**src/assert_macros.svh**
```systemverilog
// Assertion macros shared by the interpolator RTL.
// Depends on nothing; included by the modules that carry assertions.
`ifndef ASSERT_MACROS_SVH
`define ASSERT_MACROS_SVH

// Same-cycle implication, disabled while reset is high.
`define ASSERT_IMPLIES(label, clk, rst, ante, cons, msg) \
  label: assert property (@(posedge clk) disable iff (rst) (ante) |-> (cons)) \
    else $error(msg);

// Next-cycle implication, disabled while reset is high.
`define ASSERT_NEXT(label, clk, rst, ante, cons, msg) \
  label: assert property (@(posedge clk) disable iff (rst) (ante) |=> (cons)) \
    else $error(msg);

`endif

```
**src/tli_pkg.sv**
```systemverilog
// Shared types and constants of the table interpolator.
// Used by tli_front, tli_back, tli_div and the top level.
package tli_pkg;

  localparam int DEFAULT_TABLE_DEPTH = 16;
  localparam int ENTRIES_W           = 5;
  localparam logic [ENTRIES_W-1:0] ENTRIES_RESET = 5'd2;
  localparam logic [ENTRIES_W-1:0] ENTRIES_MIN   = 5'd2;

  // Item opcodes
  localparam logic OP_LOAD  = 1'b0;
  localparam logic OP_QUERY = 1'b1;

  // Range status codes
  localparam logic [1:0] ST_INSIDE = 2'd0;
  localparam logic [1:0] ST_BELOW  = 2'd1;
  localparam logic [1:0] ST_ABOVE  = 2'd2;

  typedef struct packed {
    logic               op;
    logic [3:0]         entry_index;
    logic signed [31:0] entry_x;
    logic signed [31:0] entry_y;
    logic signed [31:0] query_x;
  } in_item_t;

  typedef struct packed {
    logic signed [31:0] result_y;
    logic [1:0]         range_status;
  } out_item_t;

  // Classified item passed from the front to the back
  typedef struct packed {
    logic                 is_query;
    logic                 load_ok;
    logic [3:0]           entry_index;
    logic signed [31:0]   entry_x;
    logic signed [31:0]   entry_y;
    logic signed [31:0]   query_x;
    logic [ENTRIES_W-1:0] n;
  } work_t;

endpackage

```
**src/tli_front.sv**
```systemverilog
// Front end: entry-count register, item classification and a two-entry work queue.
// Depends on tli_pkg.
module tli_front
  import tli_pkg::*;
#(
  parameter int TABLE_DEPTH = DEFAULT_TABLE_DEPTH
) (
  input  logic                 clk,
  input  logic                 rst,
  input  logic                 push,
  output logic                 full,
  input  in_item_t             in_item,
  input  logic                 cfg_wr,
  input  logic [ENTRIES_W-1:0] cfg_data,
  output logic                 work_vld,
  input  logic                 work_take,
  output work_t                work
);

  logic [ENTRIES_W-1:0] table_entries;
  logic [ENTRIES_W-1:0] n_sat;
  work_t                entry;
  work_t                queue [2];
  logic                 wr_ptr;
  logic                 rd_ptr;
  logic [1:0]           count;
  logic                 push_ok;
  logic                 take_ok;

  // Entry count register
  always_ff @(posedge clk) begin
    if (rst) begin
      table_entries <= ENTRIES_RESET;
    end else if (cfg_wr) begin
      table_entries <= cfg_data;
    end
  end

  // Clamp the entry count to 2..TABLE_DEPTH
  always_comb begin
    if (table_entries < ENTRIES_MIN) begin
      n_sat = ENTRIES_MIN;
    end else if (int'(table_entries) > TABLE_DEPTH) begin
      n_sat = ENTRIES_W'(TABLE_DEPTH);
    end else begin
      n_sat = table_entries;
    end
  end

  // Classify the incoming item
  always_comb begin
    entry.is_query    = (in_item.op == OP_QUERY);
    entry.load_ok     = (int'(in_item.entry_index) < TABLE_DEPTH);
    entry.entry_index = in_item.entry_index;
    entry.entry_x     = in_item.entry_x;
    entry.entry_y     = in_item.entry_y;
    entry.query_x     = in_item.query_x;
    entry.n           = n_sat;
  end

  assign full     = (count == 2'd2);
  assign work_vld = (count != 2'd0);
  assign push_ok  = push && !full;
  assign take_ok  = work_take && work_vld;
  assign work     = queue[rd_ptr];

  // Queue storage
  always_ff @(posedge clk) begin
    if (push_ok) begin
      queue[wr_ptr] <= entry;
    end
  end

  // Queue pointers and fill count
  always_ff @(posedge clk) begin
    if (rst) begin
      wr_ptr <= 1'b0;
      rd_ptr <= 1'b0;
      count  <= 2'd0;
    end else begin
      if (push_ok) begin
        wr_ptr <= ~wr_ptr;
      end
      if (take_ok) begin
        rd_ptr <= ~rd_ptr;
      end
      case ({push_ok, take_ok})
        2'b10:   count <= count + 2'd1;
        2'b01:   count <= count - 2'd1;
        default: count <= count;
      endcase
    end
  end

endmodule

```
**src/tli_div.sv**
```systemverilog
// Restoring divider, one quotient bit per cycle: 64-bit dividend by 32-bit divisor.
// The high half of the dividend must be below the divisor. Depends on tli_pkg.
module tli_div
  import tli_pkg::*;
(
  input  logic        clk,
  input  logic        rst,
  input  logic        start,
  input  logic [63:0] dividend,
  input  logic [31:0] divisor,
  output logic        done,
  output logic [31:0] quo,
  output logic [31:0] rem
);

  localparam int QUO_W = 32;
  localparam int CNT_W = $clog2(QUO_W);

  logic             busy;
  logic [CNT_W-1:0] cnt;
  logic [31:0]      rem_r;
  logic [31:0]      lo;
  logic [32:0]      trial;
  logic             ge;

  // One restoring step
  always_comb begin
    trial = {rem_r, lo[QUO_W-1]};
    ge    = (trial >= {1'b0, divisor});
  end

  always_ff @(posedge clk) begin
    if (start) begin
      rem_r <= dividend[63:32];
      lo    <= dividend[31:0];
    end else if (busy) begin
      rem_r <= ge ? 32'(trial - {1'b0, divisor}) : trial[31:0];
      lo    <= {lo[QUO_W-2:0], ge};
    end
  end

  // Step control
  always_ff @(posedge clk) begin
    if (rst) begin
      busy <= 1'b0;
      cnt  <= '0;
      done <= 1'b0;
    end else begin
      done <= 1'b0;
      if (start) begin
        busy <= 1'b1;
        cnt  <= '0;
      end else if (busy) begin
        cnt <= cnt + 1'b1;
        if (cnt == CNT_W'(QUO_W - 1)) begin
          busy <= 1'b0;
          done <= 1'b1;
        end
      end
    end
  end

  assign quo = lo;
  assign rem = rem_r;

endmodule

```
**src/tli_back.sv**
```systemverilog
// Back end: breakpoint memory, table scan, interpolation and the result register.
// Depends on tli_pkg, tli_div and assert_macros.svh.
`include "assert_macros.svh"

module tli_back
  import tli_pkg::*;
#(
  parameter int TABLE_DEPTH = DEFAULT_TABLE_DEPTH
) (
  input  logic      clk,
  input  logic      rst,
  input  logic      work_vld,
  input  work_t     work,
  output logic      work_take,
  output logic      empty,
  input  logic      pop,
  output out_item_t out_item
);

  localparam int ADDR_W = (TABLE_DEPTH > 1) ? $clog2(TABLE_DEPTH) : 1;

  // Sequencer states
  localparam logic [2:0] S_IDLE    = 3'd0;
  localparam logic [2:0] S_SCAN    = 3'd1;
  localparam logic [2:0] S_RESOLVE = 3'd2;
  localparam logic [2:0] S_MUL     = 3'd3;
  localparam logic [2:0] S_DSTART  = 3'd4;
  localparam logic [2:0] S_DIV     = 3'd5;
  localparam logic [2:0] S_ROUND   = 3'd6;
  localparam logic [2:0] S_FINISH  = 3'd7;

  // Candidate segment kinds
  localparam logic [1:0] CAND_NONE   = 2'd0;
  localparam logic [1:0] CAND_EXACT  = 2'd1;
  localparam logic [1:0] CAND_INTERP = 2'd2;

  function automatic logic [31:0] mag33(input logic signed [32:0] v);
    logic signed [32:0] neg;
    neg = -v;
    return (v < 0) ? neg[31:0] : v[31:0];
  endfunction

  logic [2:0] state;

  // Breakpoint memory
  logic signed [31:0] mem_x [TABLE_DEPTH];
  logic signed [31:0] mem_y [TABLE_DEPTH];
  logic signed [31:0] mem_xq;
  logic signed [31:0] mem_yq;
  logic [ADDR_W-1:0]  rd_addr;
  logic               mem_we;

  // Scan registers
  logic signed [31:0]   q_x;
  logic [ENTRIES_W-1:0] n_r;
  logic [ENTRIES_W-1:0] rd_cnt;
  logic                 issuing;
  logic                 rd_vld;
  logic [ENTRIES_W-1:0] rd_idx;
  logic signed [31:0]   min_x, min_y, max_x, max_y;
  logic signed [31:0]   prev_x, prev_y;
  logic [1:0]           cand_kind;
  logic signed [31:0]   cand_y;
  logic signed [31:0]   seg_x0, seg_y0, seg_x1, seg_y1;

  // Arithmetic registers
  logic [31:0]        mag_a, mag_b, mag_d;
  logic               neg_t;
  logic signed [31:0] base_y;
  logic [63:0]        prod;
  logic [32:0]        t_r;
  logic               div_start;
  logic               div_done;
  logic [31:0]        div_quo;
  logic [31:0]        div_rem;
  logic signed [33:0] sum;

  // Pending and delivered result
  logic signed [31:0] pend_y;
  logic [1:0]         pend_st;
  logic               out_vld;

  assign work_take = (state == S_IDLE) && work_vld;
  assign mem_we    = work_take && !work.is_query && work.load_ok;
  assign rd_addr   = ADDR_W'(rd_cnt);
  assign div_start = (state == S_DSTART);
  assign empty     = !out_vld;

  // Memory write and registered read
  always_ff @(posedge clk) begin
    if (mem_we) begin
      mem_x[ADDR_W'(work.entry_index)] <= work.entry_x;
      mem_y[ADDR_W'(work.entry_index)] <= work.entry_y;
    end
    mem_xq <= mem_x[rd_addr];
    mem_yq <= mem_y[rd_addr];
  end

  tli_div u_div (
    .clk      (clk),
    .rst      (rst),
    .start    (div_start),
    .dividend (prod),
    .divisor  (mag_d),
    .done     (div_done),
    .quo      (div_quo),
    .rem      (div_rem)
  );

  // Final add with saturation input
  always_comb begin
    if (neg_t) begin
      sum = {{2{base_y[31]}}, base_y} - $signed({1'b0, t_r});
    end else begin
      sum = {{2{base_y[31]}}, base_y} + $signed({1'b0, t_r});
    end
  end

  // Payload registers of the scan and arithmetic path
  always_ff @(posedge clk) begin
    case (state)
      S_IDLE: begin
        if (work_take && work.is_query) begin
          q_x       <= work.query_x;
          n_r       <= work.n;
          cand_kind <= CAND_NONE;
        end
      end
      S_SCAN: begin
        if (rd_vld) begin
          prev_x <= mem_xq;
          prev_y <= mem_yq;
          if (rd_idx == '0) begin
            min_x <= mem_xq;
            min_y <= mem_yq;
            max_x <= mem_xq;
            max_y <= mem_yq;
          end else begin
            if (mem_xq <= min_x) begin
              min_x <= mem_xq;
              min_y <= mem_yq;
            end
            if (mem_xq >= max_x) begin
              max_x <= mem_xq;
              max_y <= mem_yq;
            end
            // Segment between previous and current entry; the last candidate wins
            if (q_x == mem_xq) begin
              cand_kind <= CAND_EXACT;
              cand_y    <= mem_yq;
            end else if (q_x == prev_x) begin
              cand_kind <= CAND_EXACT;
              cand_y    <= prev_y;
            end else if ((q_x > prev_x && q_x < mem_xq) ||
                         (q_x < prev_x && q_x > mem_xq)) begin
              cand_kind <= CAND_INTERP;
              seg_x0    <= prev_x;
              seg_y0    <= prev_y;
              seg_x1    <= mem_xq;
              seg_y1    <= mem_yq;
            end
          end
        end
      end
      S_RESOLVE: begin
        if (q_x < min_x) begin
          pend_y  <= min_y;
          pend_st <= ST_BELOW;
        end else if (q_x > max_x) begin
          pend_y  <= max_y;
          pend_st <= ST_ABOVE;
        end else begin
          pend_st <= ST_INSIDE;
          case (cand_kind)
            CAND_EXACT:  pend_y <= cand_y;
            CAND_INTERP: pend_y <= seg_y0;
            default:     pend_y <= '0;
          endcase
          mag_a  <= mag33({q_x[31], q_x} - {seg_x0[31], seg_x0});
          mag_b  <= mag33({seg_y1[31], seg_y1} - {seg_y0[31], seg_y0});
          mag_d  <= mag33({seg_x1[31], seg_x1} - {seg_x0[31], seg_x0});
          neg_t  <= (seg_y1 < seg_y0);
          base_y <= seg_y0;
        end
      end
      S_MUL: begin
        prod <= mag_a * mag_b;
      end
      S_DIV: begin
        // Round to nearest, ties away from zero
        if (div_done) begin
          t_r <= {1'b0, div_quo} + 33'(({div_rem, 1'b0} >= {1'b0, mag_d}) ? 1 : 0);
        end
      end
      S_ROUND: begin
        if (sum > 34'sd2147483647) begin
          pend_y <= 32'sh7FFFFFFF;
        end else if (sum < -34'sd2147483648) begin
          pend_y <= 32'sh80000000;
        end else begin
          pend_y <= sum[31:0];
        end
      end
      default: begin
      end
    endcase
  end

  // Result register, written when the sequencer finishes a query
  always_ff @(posedge clk) begin
    if ((state == S_FINISH) && !out_vld) begin
      out_item.result_y     <= pend_y;
      out_item.range_status <= pend_st;
    end
  end

  // Sequencer and read issue control
  always_ff @(posedge clk) begin
    if (rst) begin
      state   <= S_IDLE;
      issuing <= 1'b0;
      rd_vld  <= 1'b0;
      rd_cnt  <= '0;
      rd_idx  <= '0;
      out_vld <= 1'b0;
    end else begin
      if (pop && out_vld) begin
        out_vld <= 1'b0;
      end
      rd_vld <= issuing;
      rd_idx <= rd_cnt;
      if (issuing) begin
        rd_cnt <= rd_cnt + 1'b1;
        if (rd_cnt == n_r - 1'b1) begin
          issuing <= 1'b0;
        end
      end
      case (state)
        S_IDLE: begin
          if (work_take && work.is_query) begin
            rd_cnt  <= '0;
            issuing <= 1'b1;
            state   <= S_SCAN;
          end
        end
        S_SCAN: begin
          if (rd_vld && (rd_idx == n_r - 1'b1)) begin
            state <= S_RESOLVE;
          end
        end
        S_RESOLVE: begin
          if (q_x >= min_x && q_x <= max_x && cand_kind == CAND_INTERP) begin
            state <= S_MUL;
          end else begin
            state <= S_FINISH;
          end
        end
        S_MUL:    state <= S_DSTART;
        S_DSTART: state <= S_DIV;
        S_DIV: begin
          if (div_done) begin
            state <= S_ROUND;
          end
        end
        S_ROUND: state <= S_FINISH;
        S_FINISH: begin
          if (!out_vld) begin
            out_vld <= 1'b1;
            state   <= S_IDLE;
          end
        end
        default: state <= S_IDLE;
      endcase
    end
  end

  `ASSERT_IMPLIES(a_take_idle, clk, rst, work_take, state == S_IDLE, "work taken while busy")
  `ASSERT_IMPLIES(a_read_in_scan, clk, rst, rd_vld, state == S_SCAN, "read data outside scan")
  `ASSERT_IMPLIES(a_div_in_div, clk, rst, div_done, state == S_DIV, "divider done unexpected")
  `ASSERT_NEXT(a_finish_fills, clk, rst, state == S_FINISH && !out_vld, out_vld, "result lost")

endmodule

```
**src/table_linear_interpolator_top.sv**
```systemverilog
// Piecewise linear table interpolator, top level.
// Input channel: push/full with in_item; an item is taken when push is high and full low.
// Result channel: empty/pop with out_item; the oldest result is shown while empty is low
// and leaves when pop is high.
// Config: cfg_wr/cfg_data write the number of breakpoints in use (clamped to 2..TABLE_DEPTH).
// A load item (op 0) writes one breakpoint pair as the back end takes it and gives no
// result. A query item (op 1) gives one result.
// Queries: the scan reads the table through one memory read port, one entry per
// cycle; a clamped or exact query then finishes, and an interpolated one goes on through
// one multiply, a 32-step serial divide and rounding. The back end takes the next item
// once the result is in the output register, and an item reaches the back end from the
// work queue, which registers it on push.
// Queries are handled one at a time; a two-entry work queue takes items while the
// back end works, so up to two items wait behind the running one.
// Reset empties the queue and the result register and sets the entry count to 2; table contents
// are undefined until loaded. When the receiver stalls, the finished result stays in the
// output register and the next query holds in the back end until it is popped.
// Depends on tli_pkg, tli_front, tli_back.
module table_linear_interpolator_top
  import tli_pkg::*;
#(
  parameter int TABLE_DEPTH = DEFAULT_TABLE_DEPTH
) (
  input  logic                 clk,
  input  logic                 rst,
  input  logic                 push,
  output logic                 full,
  input  in_item_t             in_item,
  output logic                 empty,
  input  logic                 pop,
  output out_item_t            out_item,
  input  logic                 cfg_wr,
  input  logic [ENTRIES_W-1:0] cfg_data
);

  logic  work_vld;
  logic  work_take;
  work_t work;

  tli_front #(
    .TABLE_DEPTH (TABLE_DEPTH)
  ) u_front (
    .clk       (clk),
    .rst       (rst),
    .push      (push),
    .full      (full),
    .in_item   (in_item),
    .cfg_wr    (cfg_wr),
    .cfg_data  (cfg_data),
    .work_vld  (work_vld),
    .work_take (work_take),
    .work      (work)
  );

  tli_back #(
    .TABLE_DEPTH (TABLE_DEPTH)
  ) u_back (
    .clk       (clk),
    .rst       (rst),
    .work_vld  (work_vld),
    .work      (work),
    .work_take (work_take),
    .empty     (empty),
    .pop       (pop),
    .out_item  (out_item)
  );

endmodule

```
**config.mk**
```make
export PLATFORM = sky130hd
export DESIGN_NAME = table_linear_interpolator_top
export DESIGN_NICKNAME = d
export VERILOG_FILES = /design/src/tli_pkg.sv /design/src/tli_front.sv /design/src/tli_div.sv /design/src/tli_back.sv /design/src/table_linear_interpolator_top.sv
export VERILOG_INCLUDE_DIRS = /design/src /design/src/src
export SDC_FILE = /design/constraint.sdc
export NUM_CORES = 2
export LEC_CHECK = 0
export ABC_AREA = 1
export BUFFER_PORTS_ARGS = -buffer_cell sky130_fd_sc_hd__buf_2
export CELL_PAD_IN_SITES_DETAIL_PLACEMENT = 1
export CELL_PAD_IN_SITES_GLOBAL_PLACEMENT = 1
export CORE_MARGIN = 2
export CORE_UTILIZATION = 35
export CTS_CLUSTER_SIZE = 10
export DETAILED_ROUTE_END_ITERATION = 10
export PLACE_DENSITY_LB_ADDON = 0.08
export SLEW_MARGIN = 20
export SYNTH_ARGS = -nofsm -noshare
export SYNTH_HDL_FRONTEND = slang
export SYNTH_HIERARCHICAL = 1
export SYNTH_SLANG_ARGS = --single-unit
```
**constraint.sdc**
```tcl
create_clock -name clk -period 16.5 [get_ports clk]
set_input_delay 3.3 -clock clk [delete_from_list [all_inputs] [get_ports clk]]
set_output_delay 3.3 -clock clk [all_outputs]
set_load 0.02 [all_outputs]
```
==> out/metrics.csv <==
metric;value;unit
num_io_pins;147;
fmax;119;MHz
min_path_type;flip-flop to flip-flop;
start_util;35.2;%
multiInputGateArea;60200;um^2
postCtsResizedCells;0;
critPathCaptureType;flip-flop;
cts.path.max_buffers;4;
r2r_slack;8.11;ns
hold_end;u_back/out_item[17];
synth.area.top_cells;edfxtp_1 (45%), fa_1 (14%), nand2_1 (9.1%);
ys.flop_type;edfxtp_1;
rows;226;
crit_required;17.10;ns
cpMostUsedCell;fa_1;
post-dp-hpwl;341000;um
critPathKind;flip-flop to flip-flop;
port_buffers;146;
postCtsSetupBuffers;0;
setup_slack;8.11;ns
synth_cell_type_count;62;
drc_errors;0;
async_flop_share;0;%
pre_cts_ws;8.09;ns
drtIter0Drc;6305;
wl;481000;um
place_congestion;0.879;
hold_slack;0.416;ns
synth_nets;15468;
max_stage_delay;0.68;ns
maxSlewHeadroom;25.0;%
drtAntennaViolNets;0;
grt_max_degree;139;
antenna_found_initial;29;
worst_setup_path_start_kind;flip-flop;
crit_chain;buf_4 > nand2_1 > inv_1 > fa_1 > inv_1 > fa_1 > fa_1 > fa_1 > inv_1 > fa_1 > fa_1 > fa_1 > fa_1 > ha_1 > nand2_1 > nor2_1 > inv_1 > o2111ai_1 > a21oi_1 > o21ai_0 > xor2_1;
holdCritStartpoint;u_back/pend_y[15];
grt_pass1_wl;709000;um
nets;15542;
avgRoutedWirePerCell;25.2;um
area_growth;10.8;%
insertion_delay;0.90;ns
finClkSkew;0.0764;ns
cts_tree;yes;
setup_tns;0;ns
numClockSinks;2082;
worst_path_max_delay_cell;edfxtp_1;
hold_viol;0;
holdPathStages;0;
synth_edf_count;1985;
drive_above_1_share;6.60;%
outcome;complete, no violations;
num_vias;97003;
fp.dieH;622;um
finalCriticalPeriod;8.39;ns
final_util;39.0;%
syn_area;133000;um^2
htree_num_levels;5;
clk_pin_slew_worst_paths;0.06;ns
worstReg2RegEnd;u_back/prod[51];
finalCritPeriodShare;50.9;%
finalSetupViolations;0;
drt_first_pass_iters;6;
critPathMaxFanout;21;
die_x;622;um
seq_area;61600;um^2
syn_avg_cell_area;9.67;um^2
dieArea;386000;um^2
worst_pin_slew;1.12;ns
grt_overflow_total;0;
track_usage;24.6;%
cts_root_buf;clkbuf_16;
drv_cap;0;
synth_warnings;6;
cts_buffers;265;
seq_area_frac_synth;46.1;%
reg2reg_depth;21;
synth_largest_area_cell;edfxtp_1;
reg2reg_from;u_back/mag_a[20];
routed_via_density;5.09;
rsz0062_at_grt;no;
core_area;379000;um^2
drv_slew;0;
grt_pass1_vias;105337;
arrival;8.99;ns
synthCells;13795;
fill_cells;42500;
synth-seq-cells;2082;
synth_top_area_share;44.7;%
cts_hold_buf;0;
[registers in the layout, summed over array words and instances, names as in the netlist, 33 cells and up, named ones only]
register and count:
u_back/t_r 33, u_back/mem_x 512, u_back/mem_y 512, u_back/out_item 34, u_front/queue 212, u_back/prod 64
[stage by stage]
step | cell area [um^2] | cells
2_1_floorplan | 133000 | 13795
3_3_place_gp | 140000 | 18616
3_5_place_dp | 140000 | 18616
4_1_cts | 148000 | 19043
5_1_grt | 148000 | 19061
6_report | 148000 | 19064
[how the worst max path moves through the flow]
stage,from,endpoint,cells after the start
global placement,u_back/mag_a[20],u_back/prod[51],21
floorplan,u_back/state[0],u_back/seg_x0[0],6
global route,u_back/mag_b[15],u_back/prod[56],25
CTS,u_back/mag_a[20],u_back/prod[51],21
finish,u_back/mag_a[20],u_back/prod[51],21
detailed placement,u_back/mag_a[20],u_back/prod[51],21
[synthesized netlist by cell type, types with 25 or more instances]
| cell | number |
|---|---|
| inv_1 | 2629 |
| clkbuf_1 | 428 |
| nand4_1 | 120 |
| a21oi_1 | 361 |
| xor2_1 | 175 |
| ha_1 | 661 |
| edfxtp_1 | 1985 |
| o221ai_1 | 215 |
| mux2_2 | 98 |
| fa_1 | 901 |
| nand2_2 | 35 |
| nand3b_1 | 66 |
| xnor2_1 | 83 |
| mux2_4 | 40 |
| o21ai_0 | 648 |
| dfxtp_1 | 97 |
| nor3_1 | 80 |
| nand2_1 | 3230 |
| nand3_1 | 445 |
| o211ai_1 | 58 |
| nor2_1 | 1078 |
| nor2_2 | 36 |
| and2_1 | 25 |
| o22ai_1 | 43 |
[routing by layer]
layer  global-route usage [%]  vias to the layer above  share of wire [%]
li1                         -                    44544                  -
met1                     33.6                    50193                 46
met2                     42.0                     1725                 48
met3                     2.49                      533                3.7
met4                     5.92                        8                2.4
met5                        0                        -              0.011
[placed cells by master, fill, tap and decap left out, types with 9 or more instances in the layout]
master / netlist / routed
nand2_1: 3230 / 3230
inv_1: 2629 / 2622
edfxtp_1: 1985 / 1985
nor2_1: 1078 / 1055
fa_1: 901 / 901
ha_1: 661 / 659
o21ai_0: 648 / 648
nand3_1: 445 / 443
a21oi_1: 361 / 361
clkbuf_16: 0 / 271
o221ai_1: 215 / 215
xor2_1: 175 / 175
buf_4: 12 / 149
buf_2: 20 / 146
nand4_1: 120 / 120
mux2_2: 98 / 98
dfxtp_1: 97 / 92
clkbuf_1: 428 / 88
xnor2_1: 83 / 83
nor3_1: 80 / 78
nand3b_1: 66 / 66
o211ai_1: 58 / 58
o22ai_1: 43 / 43
mux2_4: 40 / 40
nor2_2: 36 / 37
nand2_2: 35 / 35
nor2_4: 6 / 28
and2_1: 25 / 25
nor4_1: 24 / 24
a21o_1: 23 / 23
a31oi_1: 24 / 23
clkinv_1: 4 / 22
diode_2: 0 / 19
nand3_2: 15 / 17
o21bai_1: 16 / 16
o21a_1: 14 / 14
inv_2: 13 / 14
inv_6: 0 / 11
clkinv_2: 0 / 9
clkbuf_8: 0 / 9
[kinds of logic after synthesis]
logic type | synth area share (%)
AO/OA/AOI/OAI | 6.30
XOR/XNOR | 1.72
adder cells (fa/ha/maj) | 19.7
buffers and inverters | 8.98
flip-flops | 46.1
multiplexers | 1.28
other | 0.00281
AND/OR/NAND/NOR | 15.9
[final cells by class]
class / count / area share [%]
flip-flops and latches: 2082 / 41.6
multi-input cells: 8575 / 40.7
inverters: 2646 / 6.74
clock buffers: 368 / 4.89
well taps: 5016 / 4.25
repair buffers: 299 / 1.30
clock inverters: 59 / 0.454
diodes: 19 / 0.0322
[critical path, delay by kind of cell (launching register included)]
family                     cells  cell delay [ns]
AOI/OAI and AO/OA              3             1.36
xor gates and xnor gates       1             0.12
adders and majority gates      9             4.29
buffers and inverters          5             0.96
DFF                            1             0.68
and+or+nand+nor                3             0.66
Power is not shown: default switching activity piles up to over one toggle a cycle in this logic, so the estimate is an artifact.
